--- config.mk ---
export PLATFORM = sky130hd
export DESIGN_NAME = hvq_front
export DESIGN_NICKNAME = d
export VERILOG_FILES = /design/src/rtl/half_vector_to_unit_quaternion_core_macros.svh /design/src/rtl/hvq_pkg.sv /design/src/rtl/hvq_front.sv
export SDC_FILE = /design/constraint.sdc
export NUM_CORES = 1
export LEC_CHECK = 0
export BUFFER_PORTS_ARGS = -buffer_cell sky130_fd_sc_hd__buf_4
export CORE_AREA = 2 2 126 128
export CTS_CLUSTER_SIZE = 24
export DETAILED_ROUTE_END_ITERATION = 12
export DIE_AREA = 0 0 128 130
export PLACE_DENSITY = 0.86
export SYNTH_ARGS = -nofsm -noshare
export SYNTH_HDL_FRONTEND = slang
export SYNTH_SLANG_ARGS = --single-unit
--- constraint.sdc ---
create_clock -name i_clk -period 20.8 [get_ports i_clk]
set_input_delay 3.12 -clock i_clk [delete_from_list [all_inputs] [get_ports i_clk]]
set_output_delay 3.12 -clock i_clk [all_outputs]
set_load 0.02 [all_outputs]
--- src/rtl/half_vector_to_unit_quaternion_core_macros.svh ---
// assertion macros for the half vector to unit quaternion core
`ifndef HALF_VECTOR_TO_UNIT_QUATERNION_CORE_MACROS_SVH
`define HALF_VECTOR_TO_UNIT_QUATERNION_CORE_MACROS_SVH

// same-cycle implication, checked out of reset
`define HVQ_ASSERT_NOW(label, clk, rst_n, ante, cons, msg) \
    label: assert property (@(posedge clk) disable iff (!rst_n) (ante) |-> (cons)) \
        else $error(msg);

// next-cycle implication, checked out of reset
`define HVQ_ASSERT_NEXT(label, clk, rst_n, ante, cons, msg) \
    label: assert property (@(posedge clk) disable iff (!rst_n) (ante) |=> (cons)) \
        else $error(msg);

`endif

--- src/rtl/hvq_pkg.sv ---
// shared types, constants and widths of the half vector to unit quaternion core
`timescale 1ns / 1ps
`default_nettype none

package hvq_pkg;

    localparam int FRAC_BITS_DEF = 15;

    localparam int HALF_W  = 16;
    localparam int EXP_W   = 5;
    localparam int MAN_W   = 10;
    localparam int MAG_W   = 40;   // (2^11 - 1) << 29 at most
    localparam int NM_W    = 25;   // magnitude of at most 2^24
    localparam int MS_W    = 30;   // renormalized magnitude
    localparam int BL_W    = 6;
    localparam int SHA_W   = 5;
    localparam int ONE_SH  = 24;   // magnitudes are in units of 2^-24
    localparam int RAD_W   = 64;
    localparam int ROOT_W  = 32;
    localparam int ROOT_STAGES = 32;
    localparam int OUT_W   = 16;
    localparam int W_W     = 15;
    localparam int Q_DEPTH = 4;

    localparam logic [EXP_W-1:0] EXP_SPECIAL = 5'h1F;
    localparam logic [EXP_W-1:0] EXP_ZERO    = 5'h00;

    typedef struct packed {
        logic [HALF_W-1:0] vec_x_half;
        logic [HALF_W-1:0] vec_y_half;
        logic [HALF_W-1:0] vec_z_half;
    } t_in_beat;

    typedef struct packed {
        logic signed [OUT_W-1:0] quat_x;
        logic signed [OUT_W-1:0] quat_y;
        logic signed [OUT_W-1:0] quat_z;
        logic [W_W-1:0]          quat_w;
        logic                    was_renormalized;
        logic                    nonfinite_input;
    } t_out_beat;

    // decoded item as it sits in the queue
    typedef struct packed {
        logic [2:0][MAG_W-1:0] mag;
        logic [2:0]            neg;
        logic                  nonfinite;
        logic                  big;
        logic                  shr;
        logic [SHA_W-1:0]      sha;
    } t_cls;

    // per-item data that rides along the back pipeline
    typedef struct packed {
        logic [2:0]            neg;
        logic                  nonfinite;
        logic                  renorm;
        logic [2:0][W_W-1:0]   nq;
        logic [2:0][MS_W-1:0]  ms;
        logic [W_W-1:0]        w;
    } t_side;

    typedef struct packed {
        logic push;
        logic pop;
    } t_q_ctl;

    typedef struct packed {
        logic full;
        logic empty;
    } t_q_sts;

endpackage

`default_nettype wire

--- src/rtl/hvq_front.sv ---
// front end: takes input beats, decodes the three halves and classifies them
`timescale 1ns / 1ps
`default_nettype none

module hvq_front
    import hvq_pkg::*;
(
    input  logic     i_clk,
    input  logic     i_rst_n,
    input  logic     i_valid,
    input  t_in_beat i_beat,
    output logic     o_stall,
    input  t_q_sts   i_q_sts,
    output logic     o_push,
    output t_cls     o_cls
);

    logic               adv;
    logic               r_valid;
    t_cls               r_cls;
    t_cls               n_cls;
    logic [2:0][HALF_W-1:0] h;

    function automatic logic [BL_W-1:0] man_len(input logic [MAN_W-1:0] man);
        logic [BL_W-1:0] n;
        n = '0;
        for (int b = 0; b < MAN_W; b++) begin
            if (man[b]) begin
                n = BL_W'(b + 1);
            end
        end
        return n;
    endfunction

    assign adv     = !r_valid || !i_q_sts.full;
    assign o_stall = !adv;
    assign o_push  = r_valid && !i_q_sts.full;
    assign o_cls   = r_cls;
    assign h       = {i_beat.vec_z_half, i_beat.vec_y_half, i_beat.vec_x_half};

    always_comb begin
        logic [EXP_W-1:0] ex;
        logic [MAN_W-1:0] man;
        logic [BL_W-1:0]  bl;
        logic [BL_W-1:0]  bl_max;
        n_cls  = '0;
        bl_max = '0;
        for (int c = 0; c < 3; c++) begin
            ex  = h[c][HALF_W-2 -: EXP_W];
            man = h[c][MAN_W-1:0];
            n_cls.neg[c] = h[c][HALF_W-1];
            if (ex == EXP_SPECIAL) begin
                n_cls.nonfinite = 1'b1;
                n_cls.mag[c]    = '0;
                bl              = '0;
            end else if (ex == EXP_ZERO) begin
                n_cls.mag[c] = MAG_W'(man);
                bl           = man_len(man);
            end else begin
                n_cls.mag[c] = MAG_W'({1'b1, man}) << (ex - 5'd1);
                bl           = BL_W'(ex) + BL_W'(MAN_W);
            end
            if (n_cls.mag[c] > (MAG_W'(1) << ONE_SH)) begin
                n_cls.big = 1'b1;
            end
            if (bl > bl_max) begin
                bl_max = bl;
            end
        end
        // common shift that brings the largest magnitude to exactly 30 bits
        n_cls.shr = bl_max > BL_W'(MS_W);
        n_cls.sha = n_cls.shr ? SHA_W'(bl_max - BL_W'(MS_W)) : SHA_W'(BL_W'(MS_W) - bl_max);
    end

    always_ff @(posedge i_clk) begin
        if (!i_rst_n) begin
            r_valid <= 1'b0;
        end else if (adv) begin
            r_valid <= i_valid;
        end
    end

    always_ff @(posedge i_clk) begin
        if (adv && i_valid) begin
            r_cls <= n_cls;
        end
    end

endmodule

`default_nettype wire

==> metrics.yaml <==
cells_and_area:
  layout.nets: 1200
  seq_area_um2: 3950
  area_growth_syn_to_layout_pct: 23.0
  fillers: 1144
  antennaDiodeCount: 0
  multi_input_area_um2: 4830
  drive_gt1_frac: 0.260
min_path:
  min_path_type: "register to register"
  hold_path_startpoint: "r_valid$_SDFFE_PN0N_"
  hold_depth: 2
  hold_end: "r_valid$_SDFFE_PN0N_"
global_route:
  grt_pass1_vias: 7725
  grt_max_degree: 88
  grt_usage: 0.311
  antenna_found_initial: 0
  grt_overflow_total: 0
  grt_pass1_wl_um: 40500
sta:
  hold_viol: 0
  worst_pin_slew_ns: 1.13
  fin_crit_sh: 0.463
  hold_slack_ns: 0.662
  setup_viol: 0
  final.setup.tns_ns: 0
  drv_slew: 0
  rsz0062_at_grt: "no"
  fin_crit_ns: 9.63
  fmax_mhz: 104
  slew_headroom: 0.238
  skew_ns: 0.00604
setup_path:
  cpMostUsedCell: "ha_1"
  critPathKind: "primary input to register"
  cp_data_arrival_time_ns: 9.80
  reg2reg_from: "r_valid$_SDFFE_PN0N_"
  r2r_setup_slack_ns: 18.32
  cp_cell_sequence: "buf_4 -> inv_1 -> ha_1 -> or4b_1 -> a2111oi_0 -> nor2_1 -> ha_1 -> and4_1 -> a21oi_1 -> nor2_1 -> a21oi_1 -> ha_1 -> a21o_1 -> a21o_1 -> a211oi_1 -> or2_2 -> mux2_2 -> inv_1 -> ha_1 -> and3b_1 -> a31oi_2 -> mux2i_1 -> xnor2_1"
  startpoint_type: "primary input"
  crit_start: "i_beat[26]"
  path_max_fanout: 18
  required_ns: 20.97
  reg2reg_to: "o_cls[35]$_DFFE_PP_"
  max_stage_delay_ns: 0.64
  cpMaxStageDelayCell: "or4b_1"
  end_kind: "register"
  ff2ff_path_depth: 4
synthesis:
  ys_ff_latch: 132
  syn_area_per_cell_um2: 9.59
  yosysMostFrequentCell: "nor2_1"
  ys_warn_count: 0
  synth_top_cell_by_area: "edfxtp_1"
  netlist_area_um2: 9130
  synthArstFlopShare: 0
  syn_nets: 1038
  synthTopCellsByCount: "137 x nor2_1, 131 x edfxtp_1, 90 x nand2_1, 65 x a21oi_1, 50 x o21ai_0"
  synth-edff-count: 131
  synth_top_area_frac: 0.431
  ys.flop_type: "edfxtp_1"
  ys_seq_area_frac: 0.433
  synth_cells: 952
  synth_cell_types: 85
  synth_top_cells_by_area: "edfxtp_1 43%, nor2_1 5.6%, mux2i_1 5.0%, ha_1 4.5%, mux2_2 4.2%"
drt:
  drt_iter0_markers: 1273
  antenna_left: 0
  dr.pass1.iters: 7
  routed_via_density: 6.40
  wl_um: 25900
  num_vias: 8445
  drc_errors: 0
  post_drt_wl_per_cell_um: 19.6
placed_design:
  gp_congestion: 0.966
  io_buffers: 184
  dp_hpwl_um: 18900
floorplan:
  rows: 46
  fp.dieH_um: 130
  pin_count: 186
  die_area_um2: 16600
  initial_core_util: 0.592
  die_w_um: 128
  coreArea_um2: 15400
clocking:
  worstSkewPairLatency_ns: 0.43
  cts-resized-gates: 0
  cts.hold.buffers_added: 0
  htree_levels: 4
  path_clk_slew_ns: 0.06
  cts_sinks: 132
  clk_path_buf_depth: 2
  tritoncts: "built"
  cts-buffers-inserted: 17
  post_cts_buffers: 0
  ctsRootBufferMaster: "clkbuf_16"
pwr:
  p_sw_uw: 327
  power.share.clock: 0.330
  ir_drop_mv: 0.0607
  p_leak_uw: 0.00467
  power_density_nw_per_um2: 86.1
  switching_share: 0.338
  p_comb_frac: 0.321
  sequentialPowerShare: 0.349
  p_int_uw: 639
status:
  status: "complete, no violations"
run:
  max_cap_viol_count: 0
-- sequential cells by signal (all words and copies together) (netlist names) --
| name | flops |
|---|---|
| o_cls | 131 |
| r_valid | 1 |
-- logic make-up after synthesis --
group,Yosys count,synth area share
flops,132,0.433
fa+ha+maj,33,0.0452
buf+inv,84,0.0393
compound gates,222,0.157
xor+xnor,25,0.0285
mux,84,0.102
simple gates,372,0.195
-- cell type report --
cell class	instances	area share
inverters	31	0.0104
clock inverters	15	0.0173
repair buffers	196	0.131
clock buffers	17	0.0379
multi-input cells	736	0.430
well taps	192	0.0214
flip-flops and latches	132	0.352
-- routing by layer --
metal / vias to the layer above / part of all wire / global-route usage
li1: 3874 / - / -
met3: 94 / 0.098 / 0.0677
met2: 558 / 0.47 / 0.494
met4: 0 / 0.039 / 0.127
met1: 3919 / 0.40 / 0.419
met5: - / 0 / 0
-- through the flow --
| stage | instance area (um2) | instances | setup WS [ns] | power, uW | utilization |
|---|---|---|---|---|---|
| detailed placement | 10600 | 1287 | 10.82 | 647 | 0.688 |
| finish | 11200 | 1319 | 11.17 | 967 | 0.728 |
| CTS | 11200 | 1319 | 11.27 | 963 | 0.728 |
| global route | 11200 | 1319 | 10.72 | 1010 | 0.728 |
| floorplan | 9130 | 952 | 11.04 | 549 | - |
| global placement | 10600 | 1287 | 11.04 | 640 | 0.688 |
-- layout by cell type, fill, tap and decap left out, types with 4 or more instances in the layout --
master and n:
xnor2_1 13, nand2_1 90, o21ai_0 50, nor4_1 6, a21oi_1 65, mux2i_1 46
o21a_1 6, and2_1 6, ha_1 33, a21o_1 6, or3_1 8, and4_1 4
clkbuf_16 17, a31oi_1 6, a211oi_1 4, o22ai_1 20, or2_2 6, nor3_1 29
and3_1 8, nand4_1 9, nor2b_1 7, or4b_1 4, inv_1 28, xor2_1 8
mux4_2 4, a22o_1 4, mux2_2 34, o211ai_1 8, nor2_1 137, buf_4 196
o31ai_1 8, nand3_1 29, inv_6 5, edfxtp_1 131, nand2b_1 5, or4_1 6
-- worst max-delay path: cells and delay by family --
family                     cells  cell delay [ns]
and+or+nand+nor                6             1.49
AOI/OAI and AO/OA              7             2.48
buffers and inverters          3             0.72
muxes                          2             0.69
adders and majority gates      4             1.19
xor gates and xnor gates       1             0.09
-- worst max path at each step --
stage,end,depth (start not counted)
global route,o_cls[3]$_DFFE_PP_,24
finish,o_cls[3]$_DFFE_PP_,23
detailed placement,o_cls[3]$_DFFE_PP_,23
floorplan,o_cls[0]$_DFFE_PP_,2
CTS,o_cls[3]$_DFFE_PP_,23
global placement,o_cls[3]$_DFFE_PP_,23
-- power groups by stage --
| stage | Sequential (uW) | Clock (uW) | Combinational [uW] |
|---|---|---|---|
| 4_1_cts | 338 | 319 | 306 |
| 3_5_place_dp | 343 | 0 | 304 |
| 3_3_place_gp | 343 | 0 | 297 |
| 2_1_floorplan | 380 | 0 | 169 |
| 5_1_grt | 341 | 330 | 336 |
| 6_report | 338 | 319 | 310 |
No activity file was read; power rests on OpenSTA's default activity.
