===== src/rtl/half_vector_to_unit_quaternion_core_macros.svh =====
// assertion macros for the half vector to unit quaternion core
`ifndef HALF_VECTOR_TO_UNIT_QUATERNION_CORE_MACROS_SVH
`define HALF_VECTOR_TO_UNIT_QUATERNION_CORE_MACROS_SVH

// same-cycle implication, checked out of reset
`define HVQ_ASSERT_NOW(label, clk, rst_n, ante, cons, msg) \
    label: assert property (@(posedge clk) disable iff (!rst_n) (ante) |-> (cons)) \
        else $error(msg);

// next-cycle implication, checked out of reset
`define HVQ_ASSERT_NEXT(label, clk, rst_n, ante, cons, msg) \
    label: assert property (@(posedge clk) disable iff (!rst_n) (ante) |=> (cons)) \
        else $error(msg);

`endif


===== src/rtl/hvq_pkg.sv =====
// shared types, constants and widths of the half vector to unit quaternion core
`timescale 1ns / 1ps
`default_nettype none

package hvq_pkg;

    localparam int FRAC_BITS_DEF = 15;

    localparam int HALF_W  = 16;
    localparam int EXP_W   = 5;
    localparam int MAN_W   = 10;
    localparam int MAG_W   = 40;   // (2^11 - 1) << 29 at most
    localparam int NM_W    = 25;   // magnitude of at most 2^24
    localparam int MS_W    = 30;   // renormalized magnitude
    localparam int BL_W    = 6;
    localparam int SHA_W   = 5;
    localparam int ONE_SH  = 24;   // magnitudes are in units of 2^-24
    localparam int RAD_W   = 64;
    localparam int ROOT_W  = 32;
    localparam int ROOT_STAGES = 32;
    localparam int OUT_W   = 16;
    localparam int W_W     = 15;
    localparam int Q_DEPTH = 4;

    localparam logic [EXP_W-1:0] EXP_SPECIAL = 5'h1F;
    localparam logic [EXP_W-1:0] EXP_ZERO    = 5'h00;

    typedef struct packed {
        logic [HALF_W-1:0] vec_x_half;
        logic [HALF_W-1:0] vec_y_half;
        logic [HALF_W-1:0] vec_z_half;
    } t_in_beat;

    typedef struct packed {
        logic signed [OUT_W-1:0] quat_x;
        logic signed [OUT_W-1:0] quat_y;
        logic signed [OUT_W-1:0] quat_z;
        logic [W_W-1:0]          quat_w;
        logic                    was_renormalized;
        logic                    nonfinite_input;
    } t_out_beat;

    // decoded item as it sits in the queue
    typedef struct packed {
        logic [2:0][MAG_W-1:0] mag;
        logic [2:0]            neg;
        logic                  nonfinite;
        logic                  big;
        logic                  shr;
        logic [SHA_W-1:0]      sha;
    } t_cls;

    // per-item data that rides along the back pipeline
    typedef struct packed {
        logic [2:0]            neg;
        logic                  nonfinite;
        logic                  renorm;
        logic [2:0][W_W-1:0]   nq;
        logic [2:0][MS_W-1:0]  ms;
        logic [W_W-1:0]        w;
    } t_side;

    typedef struct packed {
        logic push;
        logic pop;
    } t_q_ctl;

    typedef struct packed {
        logic full;
        logic empty;
    } t_q_sts;

endpackage

`default_nettype wire


===== src/rtl/hvq_queue.sv =====
// short queue between the classifying front and the arithmetic back
`timescale 1ns / 1ps
`default_nettype none

module hvq_queue
    import hvq_pkg::*;
(
    input  logic   i_clk,
    input  logic   i_rst_n,
    input  t_q_ctl i_ctl,
    input  t_cls   i_data,
    output t_q_sts o_sts,
    output t_cls   o_data
);

    localparam int PTR_W = $clog2(Q_DEPTH);
    localparam int CNT_W = $clog2(Q_DEPTH + 1);

    t_cls             r_mem [Q_DEPTH];
    logic [PTR_W-1:0] r_wr;
    logic [PTR_W-1:0] r_rd;
    logic [CNT_W-1:0] r_cnt;

    function automatic logic [PTR_W-1:0] ptr_inc(input logic [PTR_W-1:0] p);
        return (p == PTR_W'(Q_DEPTH - 1)) ? '0 : p + 1'b1;
    endfunction

    assign o_sts.full  = r_cnt == CNT_W'(Q_DEPTH);
    assign o_sts.empty = r_cnt == '0;
    assign o_data      = r_mem[r_rd];

    always_ff @(posedge i_clk) begin
        if (!i_rst_n) begin
            r_wr  <= '0;
            r_rd  <= '0;
            r_cnt <= '0;
        end else begin
            if (i_ctl.push) begin
                r_wr <= ptr_inc(r_wr);
            end
            if (i_ctl.pop) begin
                r_rd <= ptr_inc(r_rd);
            end
            unique case ({i_ctl.push, i_ctl.pop})
                2'b10: begin
                    r_cnt <= r_cnt + 1'b1;
                end
                2'b01: begin
                    r_cnt <= r_cnt - 1'b1;
                end
                default: begin
                    r_cnt <= r_cnt;
                end
            endcase
        end
    end

    always_ff @(posedge i_clk) begin
        if (i_ctl.push) begin
            r_mem[r_wr] <= i_data;
        end
    end

endmodule

`default_nettype wire


===== config.mk =====
export PLATFORM = sky130hd
export DESIGN_NAME = hvq_queue
export DESIGN_NICKNAME = d
export VERILOG_FILES = /design/src/rtl/half_vector_to_unit_quaternion_core_macros.svh /design/src/rtl/hvq_pkg.sv /design/src/rtl/hvq_queue.sv
export SDC_FILE = /design/constraint.sdc
export NUM_CORES = 1
export LEC_CHECK = 0
export BUFFER_PORTS_ARGS = -buffer_cell sky130_fd_sc_hd__clkbuf_2
export CAP_MARGIN = 0
export CORE_ASPECT_RATIO = 0.7
export CORE_MARGIN = 5
export CORE_UTILIZATION = 30
export DETAILED_ROUTE_END_ITERATION = 10
export PLACE_DENSITY = 0.58
export SYNTH_ARGS = -nofsm -noshare
export SYNTH_HDL_FRONTEND = slang
export SYNTH_SLANG_ARGS = --single-unit

===== constraint.sdc =====
create_clock -name i_clk -period 3.8 [get_ports i_clk]
set_input_delay 0.57 -clock i_clk [delete_from_list [all_inputs] [get_ports i_clk]]
set_output_delay 0.57 -clock i_clk [all_outputs]
set_load 0.03 [all_outputs]

==> results of run 1 <==
final timing paths:
check | start | end | cells after the start | slack (ns)
setup reg to reg | r_wr[0]$_SDFFE_PN0P_ | r_mem[0][74]$_DFFE_PP_ | 4 | 1.89
hold / removal | i_data[69] | r_mem[2][69]$_DFFE_PP_ | 1 | 0.20
setup / recovery | flop | o_data[63] | 3 | 0.73
hold reg to reg | r_cnt[2]$_SDFFE_PN0P_ | r_cnt[2]$_SDFFE_PN0P_ | 2 | 0.53
where the power goes:
part	switching (mW)	internal (mW)	leakage, nW
Sequential	0.0696	6.71	4.89
Combinational	0.862	0.471	2.08
Clock	2.11	2.91	0.797
Total	3.04	10.1	7.77
cells in the mapped netlist, types with 2 or more instances:
library cell,count
ha_1,6
mux2i_1,2
edfxtp_1,524
dfxtp_1,9
o21ai_0,2
buf_2,15
and2_1,6
inv_1,6
mux4_2,131
nor2b_1,4
buf_6,10
nor3b_1,2
clkbuf_1,5
logic make-up (layout without fill, tap and decap cells):
logic type / after synthesis / in the layout / share of synthesized area
adders and majority gates: 7 / 7 / 0.00491
AOI/OAI and AO/OA: 5 / 5 / 0.00155
buffers and inverters: 36 / 383 / 0.0118
DFF: 533 / 533 / 0.822
and+or+nand+nor: 16 / 16 / 0.00511
xor gates and xnor gates: 2 / 2 / 0.000905
other: 0 / 2 / 0
muxes: 133 / 133 / 0.153
critical path: cells and delay by family, from the launching register on:
kind	cells	cell delay, ns
buffers and inverters	2	0.59
DFF	1	0.66
muxes	1	0.60
state kept, by name, summed over array words and instances, names as in the netlist, named ones only:
name and cells:
r_wr 2, r_rd 2, r_cnt 3, r_mem 524
layer usage:
metal | track usage | part of all wire
met1 | 0.151 | 0.43
met5 | 0 | 0.0018
met2 | 0.173 | 0.46
met4 | 0.0283 | 0.016
met3 | 0.0483 | 0.094
final cells by class:
type	count	area (µm²)
fillers	5781	40000
flip-flops and latches	533	15900
multi-input cells	163	3220
repair buffers	284	1600
clock buffers	68	1430
well taps	829	1040
clock inverters	25	225
inverters	6	22.5
diodes	2	5.00
placed cells by master, fill, tap and decap left out:
| cell | netlist | final |
|---|---|---|
| ha_1 | 6 | 6 |
| clkbuf_1 | 5 | 10 |
| buf_12 | 0 | 11 |
| o21a_1 | 1 | 1 |
| buf_4 | 0 | 6 |
| nor3b_1 | 2 | 2 |
| and2_4 | 0 | 4 |
| diode_2 | 0 | 2 |
| edfxtp_1 | 524 | 524 |
| clkinvlp_4 | 0 | 5 |
| a21boi_0 | 1 | 1 |
| xnor2_1 | 1 | 1 |
| or3_1 | 1 | 1 |
| nor3_1 | 1 | 1 |
| clkbuf_2 | 0 | 267 |
| bufinv_16 | 0 | 4 |
| o21ai_0 | 2 | 2 |
| dfxtp_4 | 0 | 2 |
| nor2b_1 | 4 | 4 |
| inv_1 | 6 | 6 |
| a21oi_1 | 1 | 1 |
| clkbuf_8 | 0 | 5 |
| mux2i_1 | 2 | 2 |
| xor2_1 | 1 | 1 |
| nand2_1 | 1 | 1 |
| and3_1 | 1 | 1 |
| mux4_2 | 131 | 131 |
| clkbuf_16 | 0 | 53 |
| fa_1 | 1 | 1 |
| and2_1 | 6 | 2 |
| clkinv_1 | 0 | 10 |
| dfxtp_1 | 9 | 7 |
| clkinv_2 | 0 | 6 |
==> impl_results.md, run 1 <==
- Fin util: 0.370
- Synth warn: 0
- Gr ovfl total: 0
- IO Pins: 268
- Max cap viols: 0
- Detailed-route via count: 8665
- Longest Clk Path Bufs: 3
- Iter 0 DRT Violations: 529
- Dpl cell area: 21800 µm²
- Root Driver: clkbuf_16
- Final count of negative-setup-slack endpoints: 0
- Avg WL per Cell: 20.9 µm
- Post-Place Setup Slack: 1.26 ns
- Leading area contributor after synthesis: edfxtp_1
- Syn Area/Cell: 26.4 µm²
- Leak Pwr: 7.77 nW
- Total negative slack: 0 ns
- Reg clk slew, reported paths: 0.06 ns
- H-tree Lvls: 2
- Placed Cells: 1815
- Startpoint types: flop
- WL final: 39.9 mm
- Critical path data arrival time: 2.50 ns
- Critical Path End Type: output pin
- Slew Viols, Final: 0
- GR Util All Layers: 0.113
- Seq/Total Area, Yosys: 0.822
- Vias in the first global route: 9424
- Worst hold slack: 0.200 ns
- Final Hold Vio Count: 0
- Synth area leaders: edfxtp_1, mux4_2, dfxtp_1, buf_6, buf_2
- Remaining antenna violation count: 0
- Setup slack after layout: 0.732 ns
- Slew margin rel.: 0.593
- Status: finished clean
- Peak VDD IR: 338 µV
- Largest net degree at the start of global routing: 75
- Final Cycle Share: 0.807
- Min Tclk post-route: 3.07 ns
- Die ar.: 69800 µm²
- Worst-Margin Slew: 0.611 ns
- Post-synth EDFFs: 524
- Share of flip-flops with an asynchronous set or reset: 0
- Worst hold path class: in2reg
- Required time of the critical path: 3.23 ns
- Cell Rows: 77
- CP Cell Sequence: buf_12, mux4_2, clkbuf_2
- Drt first pass iters: 4
- Highest clock rate: 326 MHz
- Syn nets: 874
- Post-CTS Hold Fix Bufs: 0
- Total power: 13.1 mW
- Final HPWL from detailed placement: 24.3 mm
- Final Skew: 0.0135 ns
- Skew-Pair Late Insertion Delay: 0.59 ns
- Die H: 223 µm
- Die width: 314 µm
- Share of cells above drive strength 1: 0.458
- Critical Path Max Stage Delay: 0.66 ns
- First-pass GRT wire length: 60.3 mm
- Via-to-Cell Ratio: 4.54
- Core area: 63500 µm²
- Crit-path slowest cell: dfxtp_4
- CP Max Fanout: 42
- Antenna violations before repair: 7
- Layout area overhead: 21.2%
- Port Buffer Count: 267
- Count of cell types in the netlist: 23
- Post-Layout Cell Count: 1910
- Dominant synthesized flop cell: edfxtp_1
- RSZ-0062 raised after global routing: no
- Critical setup path kind: reg2out
- Post-synthesis register bit count: 533
- Mapped cell area: 19400 µm²
- CTS Buf Count: 51
- CTS Sinks: 533
- CTS tree: built
- Post-CTS setup buffer count: 0
- Initial core utilization: 0.305
- Post-synth top area share: 0.813
- RePlAce Congestion: 0.692
- Mapped Cells: 732
- Post-route cell area: 23500 µm²
- Nets: 1181
- P per Cell Area: 559 nW/µm²
- Post-route DRC: 0
- Post-cts resize count: 0
Power figures use the tool's default switching activity.
==> run 2, diff against run 1 <==
--- a/config.mk
+++ b/config.mk
@@ -11,7 +11,7 @@
 export CORE_MARGIN = 5
 export CORE_UTILIZATION = 30
 export DETAILED_ROUTE_END_ITERATION = 10
-export PLACE_DENSITY = 0.58
+export PLACE_DENSITY = 0.56
 export SYNTH_ARGS = -nofsm -noshare
 export SYNTH_HDL_FRONTEND = slang
 export SYNTH_SLANG_ARGS = --single-unit
==> constraint.sdc (replaced) <==
create_clock -name i_clk -period 3.1 [get_ports i_clk]
set_input_delay 0.465 -clock i_clk [delete_from_list [all_inputs] [get_ports i_clk]]
set_output_delay 0.465 -clock i_clk [all_outputs]
set_load 0.03 [all_outputs]
==> run 2 against run 1 <==
Net effect:
- critical path depth unchanged
- power increased by 27%
- clock skew increased by 0.0078 ns
- setup slack got worse by 0.32 ns
- routed wire length increased by 4.4%
- global-route usage increased by 0.40 points
- sequential share of layout area decreased by 1.2 points
- cell count increased by 1.5%
- critical path type unchanged
- largest cell class unchanged
- largest power group unchanged
- highest routed layer unchanged
==> impl_results.md, run 2 (synthesized netlist as in run 1, its figures left out) <==
- Final count of negative-setup-slack endpoints: 0 (unchanged)
- Status: finished clean (unchanged)
- Share of cells above drive strength 1: 0.476 (was 0.458)
- First-pass GRT wire length: 62.2 mm (was 60.3 mm)
- Gr ovfl total: 0 (unchanged)
- Detailed-route via count: 8826 (was 8665)
- Antenna violations before repair: 11 (was 7)
- Nets: 1204 (was 1181)
- Post-CTS setup buffer count: 0 (unchanged)
- Reg clk slew, reported paths: 0.07 ns (was 0.06 ns)
- Required time of the critical path: 2.63 ns (was 3.23 ns)
- Final HPWL from detailed placement: 26.3 mm (was 24.3 mm)
- GR Util All Layers: 0.117 (was 0.113)
- Layout area overhead: 23.5% (was 21.2%)
- Hold depth: 1 (unchanged)
- CP Max Fanout: 37 (was 42)
- Die ar.: 69800 µm² (unchanged)
- Placed Cells: 1836 (was 1815)
- Remaining antenna violation count: 0 (unchanged)
- P per Cell Area: 699 nW/µm² (was 559 nW/µm²)
- Final Skew: 0.0213 ns (was 0.0135 ns)
- Post-cts resize count: 0 (unchanged)
- Most common cell after layout, fill and taps aside: edfxtp_1 (unchanged)
- Skew-Pair Late Insertion Delay: 0.60 ns (was 0.59 ns)
- Vias in the first global route: 9539 (was 9424)
- Longest Clk Path Bufs: 3 (unchanged)
- Initial core utilization: 0.305 (unchanged)
- Largest net degree at the start of global routing: 43 (was 75)
- Post-Layout Cell Count: 1939 (was 1910)
- Slew Viols, Final: 0 (unchanged)
- H-tree Lvls: 2 (unchanged)
- WL final: 41.7 mm (was 39.9 mm)
- Final Hold Vio Count: 0 (unchanged)
- IO Pins: 268 (unchanged)
- Critical path data arrival time: 2.22 ns (was 2.50 ns)
- Top reg by flops: r_mem (unchanged)
- Critical setup path kind: reg2out (unchanged)
- Leak Pwr: 7.99 nW (was 7.77 nW)
- Biggest registers after layout: r_mem x524, r_cnt x3 (unchanged)
- RSZ-0062 raised after global routing: no (unchanged)
- CTS Sinks: 533 (unchanged)
- Die H: 223 µm (unchanged)
- Core area: 63500 µm² (unchanged)
- Iter 0 DRT Violations: 676 (was 529)
- Worst hold path class: in2reg (unchanged)
- Max cap viols: 0 (unchanged)
- Via-to-Cell Ratio: 4.55 (was 4.54)
- Min Tclk post-route: 2.69 ns
- Port Buffer Count: 267 (unchanged)
- Drt first pass iters: 4 (unchanged)
- Worst r2r path cells: 4 (unchanged)
- Critical Path End Type: output pin (unchanged)
- Total negative slack: 0 ns (unchanged)
- Post-CTS Hold Fix Bufs: 0 (unchanged)
- Max reg flops: 524 (unchanged)
- Worst hold slack: 0.0777 ns (was 0.200 ns)
- Worst-Margin Slew: 0.608 ns (was 0.611 ns)
- Avg WL per Cell: 21.5 µm (was 20.9 µm)
- CTS Buf Count: 53 (was 51)
- Root Driver: clkbuf_16 (unchanged)
- CTS tree: built (unchanged)
- RePlAce Congestion: 0.692 (about the same)
- Die width: 314 µm (unchanged)
- Peak VDD IR: 491 µV (was 338 µV)
- Final Cycle Share: 0.866
- Startpoint types: flop (unchanged)
- Highest clock rate: 372 MHz
- Post-route DRC: 0 (unchanged)
- Most frequent cells in the layout: edfxtp_1, clkbuf_2, mux4_2 (unchanged)
- Slew margin rel.: 0.595 (was 0.593)
- Cell Rows: 77 (unchanged)
## run 2: layout make-up
cell class / instances / area, µm²
Sequential cell: 533 / 15900
Antenna cell: 4 / 10.0
Inverter: 6 / 22.5
Timing Repair Buffer: 305 / 1860
Multi-Input combinational cell: 163 / 3220
Clock buffer: 64 / 1410
Tap cell: 829 / 1040
Clock inverter: 35 / 424
Fill cell: 5738 / 39600
## run 2: stage by stage
step | total power, mW | area, µm² | setup slack [ns] | util
floorplan | 9.53 | 19400 | 0.493 | -
global route | 17.4 | 23900 | 0.283 | 0.376
global placement | 10.2 | 22100 | 0.974 | 0.348
CTS | 17.0 | 23900 | 0.323 | 0.376
finish | 16.7 | 23900 | 0.414 | 0.377
detailed placement | 10.2 | 22100 | 0.995 | 0.348
## run 2: critical path: stages, from the launching register on
cell	delay, ns
dfxtp_4	0.66
buf_12	0.31
mux4_2	0.39
clkbuf_2	0.21
## run 2: final timing paths
kind	to	startpoint	slack, ns
worst max-delay path	o_data[37]	flop	0.41
worst min-delay path	r_mem[0][118]$_DFFE_PP_	i_data[118]	0.08
worst max register to register	r_mem[0][32]$_DFFE_PP_	r_wr[0]$_SDFFE_PN0P_	1.24
worst min register to register	r_cnt[2]$_SDFFE_PN0P_	r_cnt[2]$_SDFFE_PN0P_	0.53
## run 2: where the power goes
part	internal (mW)	switching [mW]	total (mW)
Sequential	8.22	0.0747	8.29
Clock	4.00	2.72	6.72
Combinational	0.612	1.08	1.70
Total	12.8	3.88	16.7
## run 2: per-layer routing
metal / vias to the layer above / track usage / wire, µm
li1: 3837 / - / -
met1: 4663 / 0.156 / 17900
met2: 240 / 0.179 / 19200
met3: 70 / 0.0508 / 3780
met4: 16 / 0.0298 / 668
met5: - / 0 / 103
==> run 3, diff against run 2 <==
==> constraint.sdc (replaced) <==
create_clock -name i_clk -period 2.55 [get_ports i_clk]
set_input_delay 0.3825 -clock i_clk [delete_from_list [all_inputs] [get_ports i_clk]]
set_output_delay 0.3825 -clock i_clk [all_outputs]
set_load 0.03 [all_outputs]
==> run 3 against run 2 <==
Net effect:
- setup slack lost 0.34 ns
- highest routed layer unchanged
- largest cell class unchanged
- via count rose by 2.2%
- clock skew fell by 0.0034 ns
- critical path depth unchanged
- clock power rose by 6.0%
- cell count grew 5.3%
- power grew 17%
- utilization increased by 1.7 points
- non-clock buffer count increased by 109
- worst hold slack worse by 0.032 ns
- register-to-register slack worse by 0.38 ns
- critical path type unchanged
==> impl_results.md, run 3 (synthesized netlist as in run 1, its figures left out) <==
- Status: finished clean (unchanged)
- Reg clk slew, reported paths: 0.06 ns (was 0.07 ns)
- Post-Place Setup Slack: 0.443 ns (was 0.995 ns)
- Detailed-route via count: 9024 (was 8826)
- CP delay by family, top: multiplexers (was flip-flops)
- Cell Rows: 77 (unchanged)
- Dpl cell area: 22100 µm² (about the same)
- Drt first pass iters: 4 (unchanged)
- First-pass GRT wire length: 62.1 mm (was 62.2 mm)
- Max cap viols: 0 (unchanged)
- Internal: 14.9 mW (was 12.8 mW)
- Critical Path End Type: output pin (unchanged)
- P per Cell Area: 782 nW/µm² (was 699 nW/µm²)
- Placed Cells: 1834 (was 1836)
- Nets: 1313 (was 1204)
- Via-to-Cell Ratio: 4.42 (was 4.55)
- Peak VDD IR: 460 µV (was 491 µV)
- Final HPWL from detailed placement: 24.9 mm (was 26.3 mm)
- Die ar.: 69800 µm² (unchanged)
- Worst R2R Start: r_wr[0]$_SDFFE_PN0P_ (unchanged)
- CP Max Fanout: 30 (was 37)
- Max reg flops: 524 (unchanged)
- Biggest registers after layout: r_mem x524, r_cnt x3 (unchanged)
- Switch Pwr: 4.57 mW (was 3.88 mW)
- Largest net degree at the start of global routing: 76 (was 43)
- Slew Viols, Final: 0 (unchanged)
- Multi-input logic area: 3220 µm² (unchanged)
- Min Tclk post-route: 2.48 ns
- Critical path data arrival time: 2.09 ns (was 2.22 ns)
- Critical Path Max Stage Delay: 0.59 ns (was 0.66 ns)
- Final Skew: 0.0179 ns (was 0.0213 ns)
- Comb power frac: 0.119 (was 0.101)
- GR Util All Layers: 0.116 (was 0.117)
- CP Cell Sequence: buf_12, mux4_2, clkbuf_2 (unchanged)
- Critical setup path kind: reg2out (unchanged)
- Leak Pwr: 8.41 nW (was 7.99 nW)
- Layout area overhead: 29.0% (was 23.5%)
- Seq pwr share: 0.516 (was 0.496)
- Die width: 314 µm (unchanged)
- Most frequent cells in the layout: edfxtp_1, clkbuf_2, mux4_2 (unchanged)
- Final Hold Vio Count: 0 (unchanged)
- Vias in the first global route: 10000 (was 9539)
- Initial core utilization: 0.305 (unchanged)
- Skew-Pair Late Insertion Delay: 0.58 ns (was 0.60 ns)
- Core area: 63500 µm² (unchanged)
- Clock power frac: 0.365 (was 0.402)
- Share of cells above drive strength 1: 0.432 (was 0.476)
- Register area: 15900 µm² (unchanged)
- Worst-Margin Slew: 0.534 ns (was 0.608 ns)
- Root Driver: clkbuf_16 (unchanged)
- Iter 0 DRT Violations: 587 (was 676)
- H-tree Lvls: 2 (unchanged)
- Longest Clk Path Bufs: 3 (unchanged)
- Fillers: 5646 (was 5738)
- Final Cycle Share: 0.971
- Fin util: 0.393 (was 0.377)
- Antenna violations before repair: 6 (was 11)
- Post-route cell area: 25000 µm² (was 23900 µm²)
- Final count of negative-setup-slack endpoints: 0 (unchanged)
- CP Buf/Inv Count: 2 (unchanged)
- Avg WL per Cell: 20.0 µm (was 21.5 µm)
- Gr ovfl total: 0 (unchanged)
- Worst hold path class: in2reg (unchanged)
- Hold Path Origin: i_data[90] (was i_data[118])
- Top reg by flops: r_mem (unchanged)
- IO Pins: 268 (unchanged)
- Slew margin rel.: 0.644 (was 0.595)
- Highest clock rate: 404 MHz
- RePlAce Congestion: 0.673 (was 0.692)
- Port Buffer Count: 267 (unchanged)
- Switching share of power: 0.234 (was 0.232)
- Remaining antenna violation count: 0 (unchanged)
- Most common cell after layout, fill and taps aside: edfxtp_1 (unchanged)
- CTS tree: built (unchanged)
- Setup slack after layout: 0.0745 ns (was 0.414 ns)
- CTS Buf Count: 53 (unchanged)
- Post-route DRC: 0 (unchanged)
- Crit-path slowest cell: mux4_2 (was dfxtp_4)
- Die H: 223 µm (unchanged)
- Required time of the critical path: 2.17 ns (was 2.63 ns)
- Startpoint types: flop (unchanged)
- RSZ-0062 raised after global routing: yes (was no)
- WL final: 40.8 mm (was 41.7 mm)
- Post-Layout Cell Count: 2042 (was 1939)
- CTS Sinks: 533 (unchanged)
run 3: cell types whose count changed in the layout (fill, tap and decap cells not counted), moves of 3 or more:
| cell | change |
|---|---|
| buf_6 | +3 |
| buf_12 | +3 |
| clkbuf_2 | -55 |
| clkinv_1 | +4 |
| dlygate4sd3_1 | +100 |
| bufinv_16 | -7 |
| buf_2 | +26 |
| clkbuf_4 | +6 |
| buf_8 | +8 |
| clkinvlp_4 | -3 |
| buf_4 | +6 |
| clkbuf_8 | +12 |
run 3: power groups by stage:
stage	logic [mW]	registers [mW]	clock network, mW
6_report	2.32	10.1	7.12
5_1_grt	2.47	10.1	7.81
4_1_cts	2.36	10.1	7.41
3_5_place_dp	2.13	10.3	0
3_3_place_gp	2.10	10.3	0
2_1_floorplan	1.34	10.2	0
run 3: cell type report:
class                      instances  share of cell area
antenna                            5            0.000501
clock buffer                      64              0.0548
clock inverter                    28             0.00792
inverter                           6            0.000902
multi-input combinational        163               0.129
sequential                       533               0.638
tap                              829              0.0415
timing repair buffer             414               0.128
run 3: timing repair:
item	4_1_cts	5_1_grt
hold buffers	100	0
setup endpoints to repair	119	98
endpoints found under the hold margin	377	0
setup buffers	6	5
resized for setup	49	40
run 3: path summary, 6_finish.rpt:
kind / end / slack [ns] / cells past startpoint
hold reg to reg: r_cnt[2]$_SDFFE_PN0P_ / 0.54 / 2
hold / removal: r_mem[2][90]$_DFFE_PP_ / 0.05 / 1
setup reg to reg: r_mem[3][15]$_DFFE_PP_ / 0.86 / 3
setup / recovery: o_data[122] / 0.07 / 3
run 3: metrics by stage:
| step | total power [mW] | hold slack, ns | setup TNS [ns] |
|---|---|---|---|
| 6_report | 19.5 | 0.0459 | 0 |
| 5_1_grt | 20.4 | 0.00570 | -0.762 |
| 4_1_cts | 19.8 | 0.000935 | -0.107 |
| 3_5_place_dp | 12.4 | 0.517 | 0 |
| 3_3_place_gp | 12.4 | 0.491 | 0 |
| 2_1_floorplan | 11.6 | 0.473 | 0 |
run 3: metal layers:
metal | vias up | part of all wire | GRT usage
li1 | 4047 | - | -
met1 | 4683 | 0.43 | 0.156
met2 | 226 | 0.47 | 0.181
met3 | 62 | 0.080 | 0.0407
met4 | 6 | 0.019 | 0.0276
met5 | - | 0.0010 | 0
